===== config.mk =====
export PLATFORM = sky130hd
export DESIGN_NAME = rgb_led_frame_bit_encoder_flat
export DESIGN_NICKNAME = d
export VERILOG_FILES = /design/src/rtl/core/rlfbe_pkg.sv /design/src/rtl/core/rlfbe_if.sv /design/src/rtl/core/rgb_led_frame_bit_encoder.sv /design/src/flat_wrapper.sv
export SDC_FILE = /design/constraint.sdc
export NUM_CORES = 1
export LEC_CHECK = 0
export ABC_AREA = 0
export BUFFER_PORTS_ARGS = -buffer_cell sky130_fd_sc_hd__buf_4
export CORE_MARGIN = 1.5
export CORE_UTILIZATION = 55
export DETAILED_ROUTE_END_ITERATION = 10
export PLACE_DENSITY = 0.81
export SYNTH_ARGS = -nofsm -noshare
export SYNTH_HDL_FRONTEND = slang
export SYNTH_SLANG_ARGS = --single-unit
export TNS_END_PERCENT = 10

===== constraint.sdc =====
create_clock -name i_clk -period 17 [get_ports i_clk]
set_input_delay 2.55 -clock i_clk [delete_from_list [all_inputs] [get_ports i_clk]]
set_output_delay 2.55 -clock i_clk [all_outputs]
set_load 0.005 [all_outputs]

===== src/rtl/core/rlfbe_pkg.sv =====
package rlfbe_pkg;

    // Frame geometry
    localparam int LED_COUNT    = 16;
    localparam int LED_IDX_W    = (LED_COUNT > 1) ? $clog2(LED_COUNT) : 1;
    localparam int BITS_PER_LED = 24;
    localparam int BIT_SEL_W    = $clog2(BITS_PER_LED);
    localparam int LEN_W        = $clog2(LED_COUNT * BITS_PER_LED + 1);
    localparam int COLOR_W      = 24;

    // Field widths
    localparam int OP_W       = 2;
    localparam int IDX_W      = 8;
    localparam int CHAN_W     = 8;
    localparam int RATE_W     = 4;
    localparam int CODE_W     = 16;
    localparam int CFG_IDX_W  = 2;
    localparam int CFG_DATA_W = 16;

    // LED index that addresses the whole frame
    localparam logic [IDX_W-1:0] ALL_LEDS = 8'hFF;

    // Register reset values
    localparam logic [RATE_W-1:0] RATE_RST = 4'd1;
    localparam logic [CODE_W-1:0] ONE_RST  = 16'd60;
    localparam logic [CODE_W-1:0] ZERO_RST = 16'd30;

    // Operation codes
    typedef enum logic [OP_W-1:0] {
        OP_SET   = 2'd0,
        OP_START = 2'd1,
        OP_TICK  = 2'd2
    } t_op;

    // Configuration register indexes
    typedef enum logic [CFG_IDX_W-1:0] {
        REG_MAX_RATE  = 2'd0,
        REG_ONE_CODE  = 2'd1,
        REG_ZERO_CODE = 2'd2
    } t_reg;

    // Sequencer states
    typedef enum logic [1:0] {
        ST_IDLE,
        ST_EXEC,
        ST_RESP
    } t_state;

    // Coarse quantisation, brightness multiply and saturation of one channel
    function automatic logic [CHAN_W-1:0] scale_channel(input logic [CHAN_W-1:0] v,
                                                        input logic [RATE_W-1:0] rate);
        logic [4:0]  q;
        logic [8:0]  p;
        logic [11:0] s;
        q = 5'((9'(v) + 9'd1) >> 4);
        p = 9'(q) * 9'(rate);
        s = (12'(p) << 3) + (12'(p) << 1);
        return (s > 12'd255) ? 8'hFF : s[CHAN_W-1:0];
    endfunction

endpackage


===== src/rtl/core/rlfbe_if.sv =====
// Command channel
interface rlfbe_in_if;
    import rlfbe_pkg::*;
    logic              valid;
    logic              ready;
    logic [OP_W-1:0]   operation;
    logic [IDX_W-1:0]  led_index;
    logic [CHAN_W-1:0] red;
    logic [CHAN_W-1:0] green;
    logic [CHAN_W-1:0] blue;
    modport source (output valid, operation, led_index, red, green, blue, input ready);
    modport sink   (input valid, operation, led_index, red, green, blue, output ready);
endinterface

// Compare value channel
interface rlfbe_out_if;
    import rlfbe_pkg::*;
    logic              valid;
    logic              ready;
    logic [CODE_W-1:0] compare_value;
    logic              last_bit;
    logic              busy_res;
    modport source (output valid, compare_value, last_bit, busy_res, input ready);
    modport sink   (input valid, compare_value, last_bit, busy_res, output ready);
endinterface

// Register write channel
interface rlfbe_cfg_if;
    import rlfbe_pkg::*;
    logic                  valid;
    logic                  ready;
    logic [CFG_IDX_W-1:0]  index;
    logic [CFG_DATA_W-1:0] data;
    modport source (output valid, index, data, input ready);
    modport sink   (input valid, index, data, output ready);
endinterface


===== src/rtl/core/rgb_led_frame_bit_encoder.sv =====
// Channel   Dir  Payload                                   Accepted when
// i_in      in   operation, led_index, red, green, blue    valid && ready
// o_out     out  compare_value, last_bit, busy_res         valid && ready
// i_cfg     in   index, data                               valid && ready
//
// Set and start commands pass through accept and execute; a tick passes through
// accept, colour memory read and result, as the registered read of the colour
// memory sits between address and bit select. One command is in flight at a time.
// A waiting result is held in the output register; the next command is
// accepted meanwhile, and only a further tick result waits for it to drain.
// Reset clears the per-LED written flags at once; no clearing pass is needed.
module rgb_led_frame_bit_encoder
    import rlfbe_pkg::*;
(
    input  logic        i_clk,
    input  logic        i_rst_n,
    rlfbe_in_if.sink    i_in,
    rlfbe_out_if.source o_out,
    rlfbe_cfg_if.sink   i_cfg
);

    t_state r_state, n_state;

    // Captured command
    logic [OP_W-1:0]   r_op;
    logic [IDX_W-1:0]  r_idx;
    logic [CHAN_W-1:0] r_red, r_green, r_blue;

    // Configuration
    logic [RATE_W-1:0] r_max_rate;
    logic [CODE_W-1:0] r_one_code, r_zero_code;

    // Frame colour memory; an entry not written since the last broadcast reads
    // as the broadcast colour
    logic [COLOR_W-1:0]   mem [LED_COUNT];
    logic [LED_COUNT-1:0] r_vld;
    logic [COLOR_W-1:0]   r_bcast;
    logic [COLOR_W-1:0]   r_rd_data;
    logic                 r_rd_vld;

    // Transfer state
    logic [LEN_W-1:0]     r_send_len, r_xfer_len, r_pos;
    logic [LED_IDX_W-1:0] r_led;
    logic [BIT_SEL_W-1:0] r_bit_sel;
    logic                 r_pending, r_sending;

    // Output register
    logic              r_out_valid;
    logic [CODE_W-1:0] r_out_cmp;
    logic              r_out_last, r_out_busy;

    // Sequencer controls
    logic s_in_ready, s_exec, s_mem_re, s_resp_fire;

    logic                 in_fire, out_free, idx_all, idx_one, active, last, cur_bit;
    logic [COLOR_W-1:0]   grb, word;
    logic [LEN_W-1:0]     pos_next, one_len;

    assign in_fire  = i_in.valid && i_in.ready;
    assign out_free = !r_out_valid || o_out.ready;

    // Datapath for set and tick
    assign grb     = {scale_channel(r_green, r_max_rate), scale_channel(r_red, r_max_rate),
                      scale_channel(r_blue, r_max_rate)};
    assign idx_all = (r_idx == ALL_LEDS);
    assign idx_one = (32'(r_idx) < LED_COUNT);
    assign one_len = LEN_W'((LEN_W'(r_idx[LED_IDX_W-1:0]) + LEN_W'(1)) * BITS_PER_LED);
    assign word    = r_rd_vld ? r_rd_data : r_bcast;
    assign cur_bit = word[r_bit_sel];
    assign active  = r_sending && (r_pos < r_xfer_len);
    assign pos_next = r_pos + LEN_W'(1);
    assign last    = (pos_next >= r_xfer_len);

    // Next state
    always_comb begin
        n_state = r_state;
        case (r_state)
            ST_IDLE: if (in_fire) n_state = ST_EXEC;
            ST_EXEC: begin
                if (r_op == OP_TICK) n_state = ST_RESP;
                else                 n_state = ST_IDLE;
            end
            ST_RESP: if (out_free) n_state = ST_IDLE;
            default: n_state = ST_IDLE;
        endcase
    end

    // Sequencer outputs
    always_comb begin
        s_in_ready  = 1'b0;
        s_exec      = 1'b0;
        s_mem_re    = 1'b0;
        s_resp_fire = 1'b0;
        case (r_state)
            ST_IDLE: s_in_ready = 1'b1;
            ST_EXEC: begin
                s_exec   = 1'b1;
                s_mem_re = (r_op == OP_TICK);
            end
            ST_RESP: s_resp_fire = out_free;
            default: ;
        endcase
    end

    always_ff @(posedge i_clk) begin
        if (!i_rst_n) r_state <= ST_IDLE;
        else          r_state <= n_state;
    end

    // Command capture
    always_ff @(posedge i_clk) begin
        if (in_fire) begin
            r_op    <= i_in.operation;
            r_idx   <= i_in.led_index;
            r_red   <= i_in.red;
            r_green <= i_in.green;
            r_blue  <= i_in.blue;
        end
    end

    // Configuration registers
    always_ff @(posedge i_clk) begin
        if (!i_rst_n) begin
            r_max_rate  <= RATE_RST;
            r_one_code  <= ONE_RST;
            r_zero_code <= ZERO_RST;
        end else if (i_cfg.valid && i_cfg.ready) begin
            case (i_cfg.index)
                REG_MAX_RATE:  r_max_rate  <= i_cfg.data[RATE_W-1:0];
                REG_ONE_CODE:  r_one_code  <= i_cfg.data[CODE_W-1:0];
                REG_ZERO_CODE: r_zero_code <= i_cfg.data[CODE_W-1:0];
                default: ;
            endcase
        end
    end

    // Colour memory: one write port, one registered read port
    always_ff @(posedge i_clk) begin
        if (s_exec && r_op == OP_SET && !idx_all && idx_one)
            mem[r_idx[LED_IDX_W-1:0]] <= grb;
        if (s_mem_re)
            r_rd_data <= mem[r_led];
    end

    // Written flags, broadcast colour, pending length
    always_ff @(posedge i_clk) begin
        if (!i_rst_n) begin
            r_vld      <= '0;
            r_bcast    <= '0;
            r_rd_vld   <= 1'b0;
            r_send_len <= '0;
            r_pending  <= 1'b0;
        end else begin
            if (s_mem_re) r_rd_vld <= r_vld[r_led];
            if (s_exec && r_op == OP_SET) begin
                if (idx_all) begin
                    r_vld      <= '0;
                    r_bcast    <= grb;
                    r_send_len <= LEN_W'(LED_COUNT * BITS_PER_LED);
                    r_pending  <= 1'b1;
                end else if (idx_one) begin
                    r_vld[r_idx[LED_IDX_W-1:0]] <= 1'b1;
                    r_send_len <= one_len;
                    r_pending  <= 1'b1;
                end
            end else if (s_exec && r_op == OP_START && r_pending && !r_sending) begin
                r_pending <= 1'b0;
            end
        end
    end

    // Transfer position
    always_ff @(posedge i_clk) begin
        if (!i_rst_n) begin
            r_sending  <= 1'b0;
            r_xfer_len <= '0;
            r_pos      <= '0;
            r_led      <= '0;
            r_bit_sel  <= BIT_SEL_W'(BITS_PER_LED - 1);
        end else if (s_exec && r_op == OP_START && r_pending && !r_sending) begin
            r_sending  <= 1'b1;
            r_xfer_len <= r_send_len;
            r_pos      <= '0;
            r_led      <= '0;
            r_bit_sel  <= BIT_SEL_W'(BITS_PER_LED - 1);
        end else if (s_resp_fire) begin
            if (active) begin
                r_pos <= pos_next;
                if (r_bit_sel == '0) begin
                    r_bit_sel <= BIT_SEL_W'(BITS_PER_LED - 1);
                    r_led     <= r_led + LED_IDX_W'(1);
                end else begin
                    r_bit_sel <= r_bit_sel - BIT_SEL_W'(1);
                end
                if (last) r_sending <= 1'b0;
            end else begin
                r_sending <= 1'b0;
            end
        end
    end

    // Output register
    always_ff @(posedge i_clk) begin
        if (!i_rst_n) begin
            r_out_valid <= 1'b0;
        end else if (s_resp_fire) begin
            r_out_valid <= 1'b1;
        end else if (o_out.ready) begin
            r_out_valid <= 1'b0;
        end
    end

    always_ff @(posedge i_clk) begin
        if (s_resp_fire) begin
            r_out_cmp  <= active ? (cur_bit ? r_one_code : r_zero_code) : '0;
            r_out_last <= active && last;
            r_out_busy <= active;
        end
    end

    assign i_in.ready          = s_in_ready;
    assign i_cfg.ready         = 1'b1;
    assign o_out.valid         = r_out_valid;
    assign o_out.compare_value = r_out_cmp;
    assign o_out.last_bit      = r_out_last;
    assign o_out.busy_res      = r_out_busy;

endmodule


===== src/flat_wrapper.sv =====
// flat-port wrapper written by rule: the top's interface ports become plain ports
module rgb_led_frame_bit_encoder_flat import rlfbe_pkg::*;
  (i_clk, i_rst_n, i_in_valid, i_in_operation, i_in_led_index, i_in_red, i_in_green, i_in_blue, i_in_ready, o_out_valid, o_out_compare_value, o_out_last_bit, o_out_busy_res, o_out_ready, i_cfg_valid, i_cfg_index, i_cfg_data, i_cfg_ready);
  rlfbe_in_if i_in_i ();
  rlfbe_out_if o_out_i ();
  rlfbe_cfg_if i_cfg_i ();
  input  logic i_clk;
  input  logic i_rst_n;
  input wire logic [$bits(i_in_i.valid)-1:0] i_in_valid;
  input wire logic [$bits(i_in_i.operation)-1:0] i_in_operation;
  input wire logic [$bits(i_in_i.led_index)-1:0] i_in_led_index;
  input wire logic [$bits(i_in_i.red)-1:0] i_in_red;
  input wire logic [$bits(i_in_i.green)-1:0] i_in_green;
  input wire logic [$bits(i_in_i.blue)-1:0] i_in_blue;
  output wire logic [$bits(i_in_i.ready)-1:0] i_in_ready;
  output wire logic [$bits(o_out_i.valid)-1:0] o_out_valid;
  output wire logic [$bits(o_out_i.compare_value)-1:0] o_out_compare_value;
  output wire logic [$bits(o_out_i.last_bit)-1:0] o_out_last_bit;
  output wire logic [$bits(o_out_i.busy_res)-1:0] o_out_busy_res;
  input wire logic [$bits(o_out_i.ready)-1:0] o_out_ready;
  input wire logic [$bits(i_cfg_i.valid)-1:0] i_cfg_valid;
  input wire logic [$bits(i_cfg_i.index)-1:0] i_cfg_index;
  input wire logic [$bits(i_cfg_i.data)-1:0] i_cfg_data;
  output wire logic [$bits(i_cfg_i.ready)-1:0] i_cfg_ready;
  assign i_in_i.valid = i_in_valid;
  assign i_in_i.operation = i_in_operation;
  assign i_in_i.led_index = i_in_led_index;
  assign i_in_i.red = i_in_red;
  assign i_in_i.green = i_in_green;
  assign i_in_i.blue = i_in_blue;
  assign i_in_ready = i_in_i.ready;
  assign o_out_valid = o_out_i.valid;
  assign o_out_compare_value = o_out_i.compare_value;
  assign o_out_last_bit = o_out_i.last_bit;
  assign o_out_busy_res = o_out_i.busy_res;
  assign o_out_i.ready = o_out_ready;
  assign i_cfg_i.valid = i_cfg_valid;
  assign i_cfg_i.index = i_cfg_index;
  assign i_cfg_i.data = i_cfg_data;
  assign i_cfg_ready = i_cfg_i.ready;
  rgb_led_frame_bit_encoder u_core (.i_clk(i_clk), .i_rst_n(i_rst_n), .i_in(i_in_i), .o_out(o_out_i), .i_cfg(i_cfg_i));
endmodule

; ---- Word level (Yosys, flattened, before mapping)
; Memory sizes are Yosys's and may differ from the RTL's. A register that Yosys moved wholly into a read port is not among the register bits.
; Cells that the tools add are included.
[word_totals]
input_bits = 57
mem_count = 1
mem_bits_rw = 384
wordCells = 130
reg_bits = 170
[memory_table]
columns = name, words, word_bits, rd, rd_ports_with_merged_regs, wr, line_no
row1 = u_core.mem, 16, 24, 1, 1, 1, rgb_led_frame_bit_encoder.sv:35  ; logic [COLOR_W-1:0] mem [LED_COUNT];
[op_classes]
muxes = 36
n_eq_ne = 11
n_lt_le_gt_ge = 10
reduce_logical = 33
add_sub_neg = 10
mul = 4
bitwise_logic = 2
[op_table]
columns = operator, count
row1 = 2-to-1 mux 16 bit, 3
row2 = adder 12 x 10 -> 12 bit, 3
row3 = > comparator 12 x 8 -> 1 bit (second input constant), 3
row4 = multiplier 32 x 2 -> 6 bit (second input constant), 1
row5 = adder 8 x 1 -> 9 bit (second input constant), 3
row6 = multiplier 5 x 4 -> 9 bit, 3
row7 = 2-to-1 mux 24 bit, 1
row8 = 2-to-1 mux 8 bit, 3
row9 = 2-to-1 mux 1 bit, 19
row10 = 2-to-1 mux 9 bit, 2
row11 = AND reduction 2 bit, 9
row12 = OR 16 bit, 1
row13 = logical AND 1 bit, 10
row14 = < comparator 4 x 5 -> 1 bit (second input constant), 2
row15 = adder 9 x 1 -> 9 bit (second input constant), 1
row16 = greater-or-equal comparator 9 bit, 1
row17 = < comparator 9 bit, 1
row18 = == test 8 bit (second input constant), 1
row19 = < comparator 8 x 5 -> 1 bit (second input constant), 1
row20 = nonzero test 2 bit, 4
row21 = == test 2 x 1 -> 1 bit (second input constant), 3
row22 = == test 2 bit (second input constant), 3
row23 = logical NOT 2 bit, 3
row24 = < comparator 5 x 6 -> 1 bit (second input constant), 1
row25 = other kinds (19), 24

; ---- Logic depth before layout (Yosys ltp)
[logic_depth]
ltp_word = 7
mapped_depth = 23
ltp_nobuf = 22

; ---- Least setup slack after synthesis
; Ideal clock, no wire load.
[synth_path]
path_type = register to register
startpoint = register u_core.r_green[0]
endpoint = memory u_core.mem[0][18] (data pin)
path_slack_ns = 11.219
n_path_buf = 1
stages_incl_launch_ff = 24
arrival_time_ns = 5.461
path_cell_list = edfxtp_1 nand4_1 nor2_1 nand2_1 xor2_1 nand2b_1 fa_1 inv_1 fa_1 inv_1 fa_1 nor2b_1 o31a_1 mux2i_1 nand2_1 ha_1 nor3b_1 a311o_1 a211oi_1 o211a_1 or3b_2 o21ai_1 buf_2 nand2_1
[synth_via]
elab_chain_len = 5
[synth_rtl]
columns = item, line_no
row1 = from (decl), rgb_led_frame_bit_encoder.sv:27  ; logic [CHAN_W-1:0] r_red, r_green, r_blue;
row2 = from (signal assigned), rgb_led_frame_bit_encoder.sv:116  ; r_green <= i_in.green;
row3 = adder 8 x 1 -> 9 bit (*), rlfbe_pkg.sv:55  ; q = 5'((9'(v) + 9'd1) >> 4);
row4 = multiplier 5 x 4 -> 9 bit (*), rlfbe_pkg.sv:56  ; p = 9'(q) * 9'(rate);
row5 = adder 12 x 10 -> 12 bit (*), rlfbe_pkg.sv:57  ; s = (12'(p) << 3) + (12'(p) << 1);
row6 = > comparator 12 x 8 -> 1 bit, rlfbe_pkg.sv:58  ; return (s > 12'd255) ? 8'hFF : s[CHAN_W-1:0];
row7 = 2-to-1 mux 8 bit (*), rlfbe_pkg.sv:58
row8 = net u_core.grb[18], rgb_led_frame_bit_encoder.sv:56  ; logic [COLOR_W-1:0] grb, word;
row9 = to (decl), rgb_led_frame_bit_encoder.sv:35
; The timed path passes the listed nets; every way through them passes the cells marked *.

; ---- Worst setup path after layout
[layout_path]
startpoint = register u_core.r_red[1]
endpoint = memory u_core.mem[1][9] (data pin)
[layout_via]
elab_chain_len = 5
[layout_rtl]
columns = item, line_no
row1 = from (decl), rgb_led_frame_bit_encoder.sv:27
row2 = from (signal assigned), rgb_led_frame_bit_encoder.sv:115  ; r_red <= i_in.red;
row3 = adder 8 x 1 -> 9 bit (*), rlfbe_pkg.sv:55
row4 = multiplier 5 x 4 -> 9 bit (*), rlfbe_pkg.sv:56
row5 = adder 12 x 10 -> 12 bit (*), rlfbe_pkg.sv:57
row6 = > comparator 12 x 8 -> 1 bit, rlfbe_pkg.sv:58
row7 = 2-to-1 mux 8 bit (*), rlfbe_pkg.sv:58
row8 = net u_core.grb[9], rgb_led_frame_bit_encoder.sv:56
; Marked as above.

==> impl_metrics.py <==
metrics = {
    "outcome": {
        "run_status": "finished, final reports clean",
    },
    "cts": {
        "cts_made_buffers": 56,
        "cts_repair_resize_count": 0,
        "clock_sink_count": 572,
        "root_buffer": "clkbuf_16",
        "clk_latency_ns": 0.62,
        "post-cts-setup-buffers": 0,
        "clk_transition_reported_paths_ns": 0.06,
        "post_cts_hold_buffer_count": 0,
        "clock_tree_from_tritoncts": "yes",
        "cts_h_tree_depth": 2,
        "cts.path.max_buffers": 3,
    },
    "sta": {
        "fin_crit_sh": 0.4026,
        "setup_violations": 0,
        "finalHoldViolations": 0,
        "slew_violations": 0,
        "total_neg_setup_slack_ns": 0,
        "slew_headroom": 0.1779,
        "worstMarginPinSlew_ns": 1.229,
        "finalWorstSetupSlack_ns": 10.16,
        "post_route_minimum_period_ns": 6.844,
        "final.setup_skew_ns": 0.03518,
        "unrepaired_setup_endpoints_after_global_routing": "no",
        "achievable-frequency_mhz": 146.1,
    },
    "floorplanning": {
        "die_width_um": 216.8,
        "core.rowCount": 78,
        "floorplan.die_area_um2": 46990,
        "boundaryPins": 78,
        "die_y_um": 216.8,
        "design.core.area_um2": 45190,
        "initial_core_util": 0.5562,
    },
    "drt": {
        "routed-via-count": 14640,
        "viasPerCell": 6.128,
        "drtPass1Iterations": 7,
        "drt_iter0_drc": 1644,
        "route.detailed.wl_per_inst_um": 23.58,
        "ant_nets": 0,
        "drc": 0,
        "drt-total-wl_um": 56340,
    },
    "place": {
        "place_congestion": 0.8306,
        "portBuffers": 76,
        "hpwlAfterDp_um": 31620,
        "detailedPlace.worstSlack_ns": 10.17,
    },
    "power": {
        "vdd.ir_drop.worst_uv": 78.96,
        "intPower_uw": 2451,
        "p_per_area_nw_per_um2": 110.5,
        "clkPwrFrac": 0.425,
        "share_comb_of_total_power": 0.065,
        "sequentialPowerShare": 0.510,
        "netSwitchingFraction": 0.2210,
        "net-switching-power_uw": 695.2,
        "power_leakage_uw": 0.01008,
    },
    "setup_path": {
        "minimum_setup_slack_among_reg_to_reg_paths_ns": 10.16,
        "worst-endpoint-required_ns": 17.18,
        "crit_path_start": "u_core.r_red[1]",
        "cp-start-kind": "flip-flop",
        "cpLargestDelayFamily": "simple AND/OR/NAND/NOR gates",
        "worstSetupEndpointType": "flip-flop",
        "critical_path_arrival_ns": 7.02,
        "critical_path.max_stage_delay_ns": 0.81,
        "reg2reg_from": "u_core.r_red[1]",
        "critical-path-slowest-cell": "a211oi_4",
        "crit_path_max_fanout": 16,
        "setup.worst_path.class": "flip-flop to flip-flop",
        "crit_chain": "nand4_1, nor2_1, nand3_1, xnor2_1, nor2b_1, fa_1, inv_1, fa_1, inv_1, ha_1, nor2b_1, o31a_1, or4b_2, nand3_1, ha_1, and2_1, or3_1, a211o_1, a211oi_4, nand2_1",
        "critPathBufInv": 2,
    },
    "finish": {
        "area.sequential_um2": 16060,
        "design.final.nets": 1902,
        "drive_gt1_frac": 0.1991,
        "multi_input_area_um2": 8577,
        "fill_cells": 3058,
        "area_growth_pct": 13.24,
    },
    "yosys": {
        "yosysTopAreaCellShare": 0.5496,
        "post_synth_top_cells": "460 x edfxtp_1, 144 x nand2_1, 138 x mux4_2",
        "synth-seq-cells": 572,
        "synthesis.instances": 1646,
        "synth.lib_cells_used.distinct": 66,
        "ys_async_sr_fraction": 0,
        "ys.warnings.count": 0,
        "synth-seq-area-share": 0.6388,
        "synth.most_common_cell": "edfxtp_1",
        "synth-edff-count": 460,
        "netlist_area_before_placement_um2": 25130,
        "mappedNetlistNets": 1807,
        "synth_area_per_cell_um2": 15.27,
        "ys_dominant_reg_cell": "edfxtp_1",
        "ys_top_cells_by_area": "edfxtp_1 55%, mux4_2 12%, dfxtp_1 8.9%",
        "synth_largest_area_cell": "edfxtp_1",
    },
    "global_routing": {
        "grt_pass1_wl_um": 85840,
        "grt_start_max_net_pins": 71,
        "grt_overflow_total": 0,
        "gr-usage-all-layers": 0.2430,
        "grt_antenna_before_repair": 2,
        "via_count_of_the_first_global_routing_pass": 14900,
    },
    "hold_path": {
        "holdCritStartpoint": "u_core.r_one_code[14]",
        "hold_class": "flip-flop to flip-flop",
    },
    "job": {
        "drv_cap": 0,
    },
}
-- layout by cell type, fill, tap and decap left out, drive strengths merged, types with 5 or more instances in the layout --
master,n
edfxtp,460
nand2,144
mux4,138
dfxtp,112
buf,106
nor2,95
ha,82
inv,68
clkbuf,64
a21oi,55
o21ai,50
nor2b,42
nand3,40
and2,33
xnor2,30
clkinv,27
xor2,22
fa,22
nand2b,16
mux2i,16
a21o,14
a31oi,13
bufinv,12
nor3,11
a211oi,9
a311oi,8
o31a,7
o21a,7
and3,6
or2,6
nor3b,6
nand4,5
or3,5
o211ai,5
-- metrics by stage --
step	power (µW)	utilization	hold slack (ns)	instance area (µm²)	instances
detailed placement	1831	0.5851	0.4471	26440	2283
floorplan	1753	-	0.4315	25130	1646
finish	3146	0.6298	0.4559	28460	2389
CTS	3157	0.6298	0.4563	28460	2388
global placement	1817	0.5851	0.4422	26440	2283
global route	3236	0.6298	0.4724	28460	2388
-- flip-flops by register name (all words and copies together) (netlist names), 8 cells and up, named ones only --
name and flops:
u_core.mem 384, u_core.o_out.compare_value 16, u_core.r_rd_data 24, u_core.r_green 8, u_core.r_vld 15, u_core.r_idx 8, u_core.r_pos 9, u_core.r_bcast 24
u_core.r_one_code 16, u_core.r_red 8, u_core.r_blue 8, u_core.r_zero_code 16
-- final timing paths --
kind	to	cells after the start
worst max-delay path	u_core.mem[1][9]	20
worst min-delay path	u_core.r_one_code[14]	2
worst min register to register	u_core.r_one_code[14]	2
worst max register to register	u_core.mem[1][9]	20
-- power by group through the flow --
stage               registers (µW)  logic (µW)  clock network, µW
finish                        1600         204               1340
floorplan                     1630         123                  0
CTS                           1600         201               1350
global placement              1630         184                  0
detailed placement            1630         198                  0
global route                  1600         225               1410
-- logic make-up after synthesis --
kind of cell             share of synthesized area
flip-flops                                  0.6388
buffers and inverters                      0.02096
other                                    0.0001492
adder cells (fa/ha/maj)                    0.05835
AO/OA/AOI/OAI                              0.05197
multiplexers                                0.1305
AND/OR/NAND/NOR                            0.08115
XOR/XNOR                                   0.01812
-- layer usage --
metal | vias to the layer above | part of all wire | GRT usage
met2 | 745 | 0.50 | 0.4121
met1 | 7315 | 0.38 | 0.3180
li1 | 6446 | - | -
met3 | 132 | 0.085 | 0.04039
met5 | - | 0.00023 | 0
met4 | 2 | 0.031 | 0.08981
-- tightest hold or removal path: stages (launching register included) --
cell and delay (ns):
dfxtp_1 0.31, nand2_1 0.05, a21oi_1 0.05
-- final cells by class --
type,instances,area share
Clock buffer,64,0.05139
Clock inverter,41,0.01952
Sequential cell,572,0.5645
Inverter,67,0.008837
Multi-Input combinational cell,938,0.3014
Timing Repair Buffer,106,0.02796
Antenna cell,1,0.00008793
Tap cell,600,0.02638
Note: power is estimated with default switching activity, not from simulation.
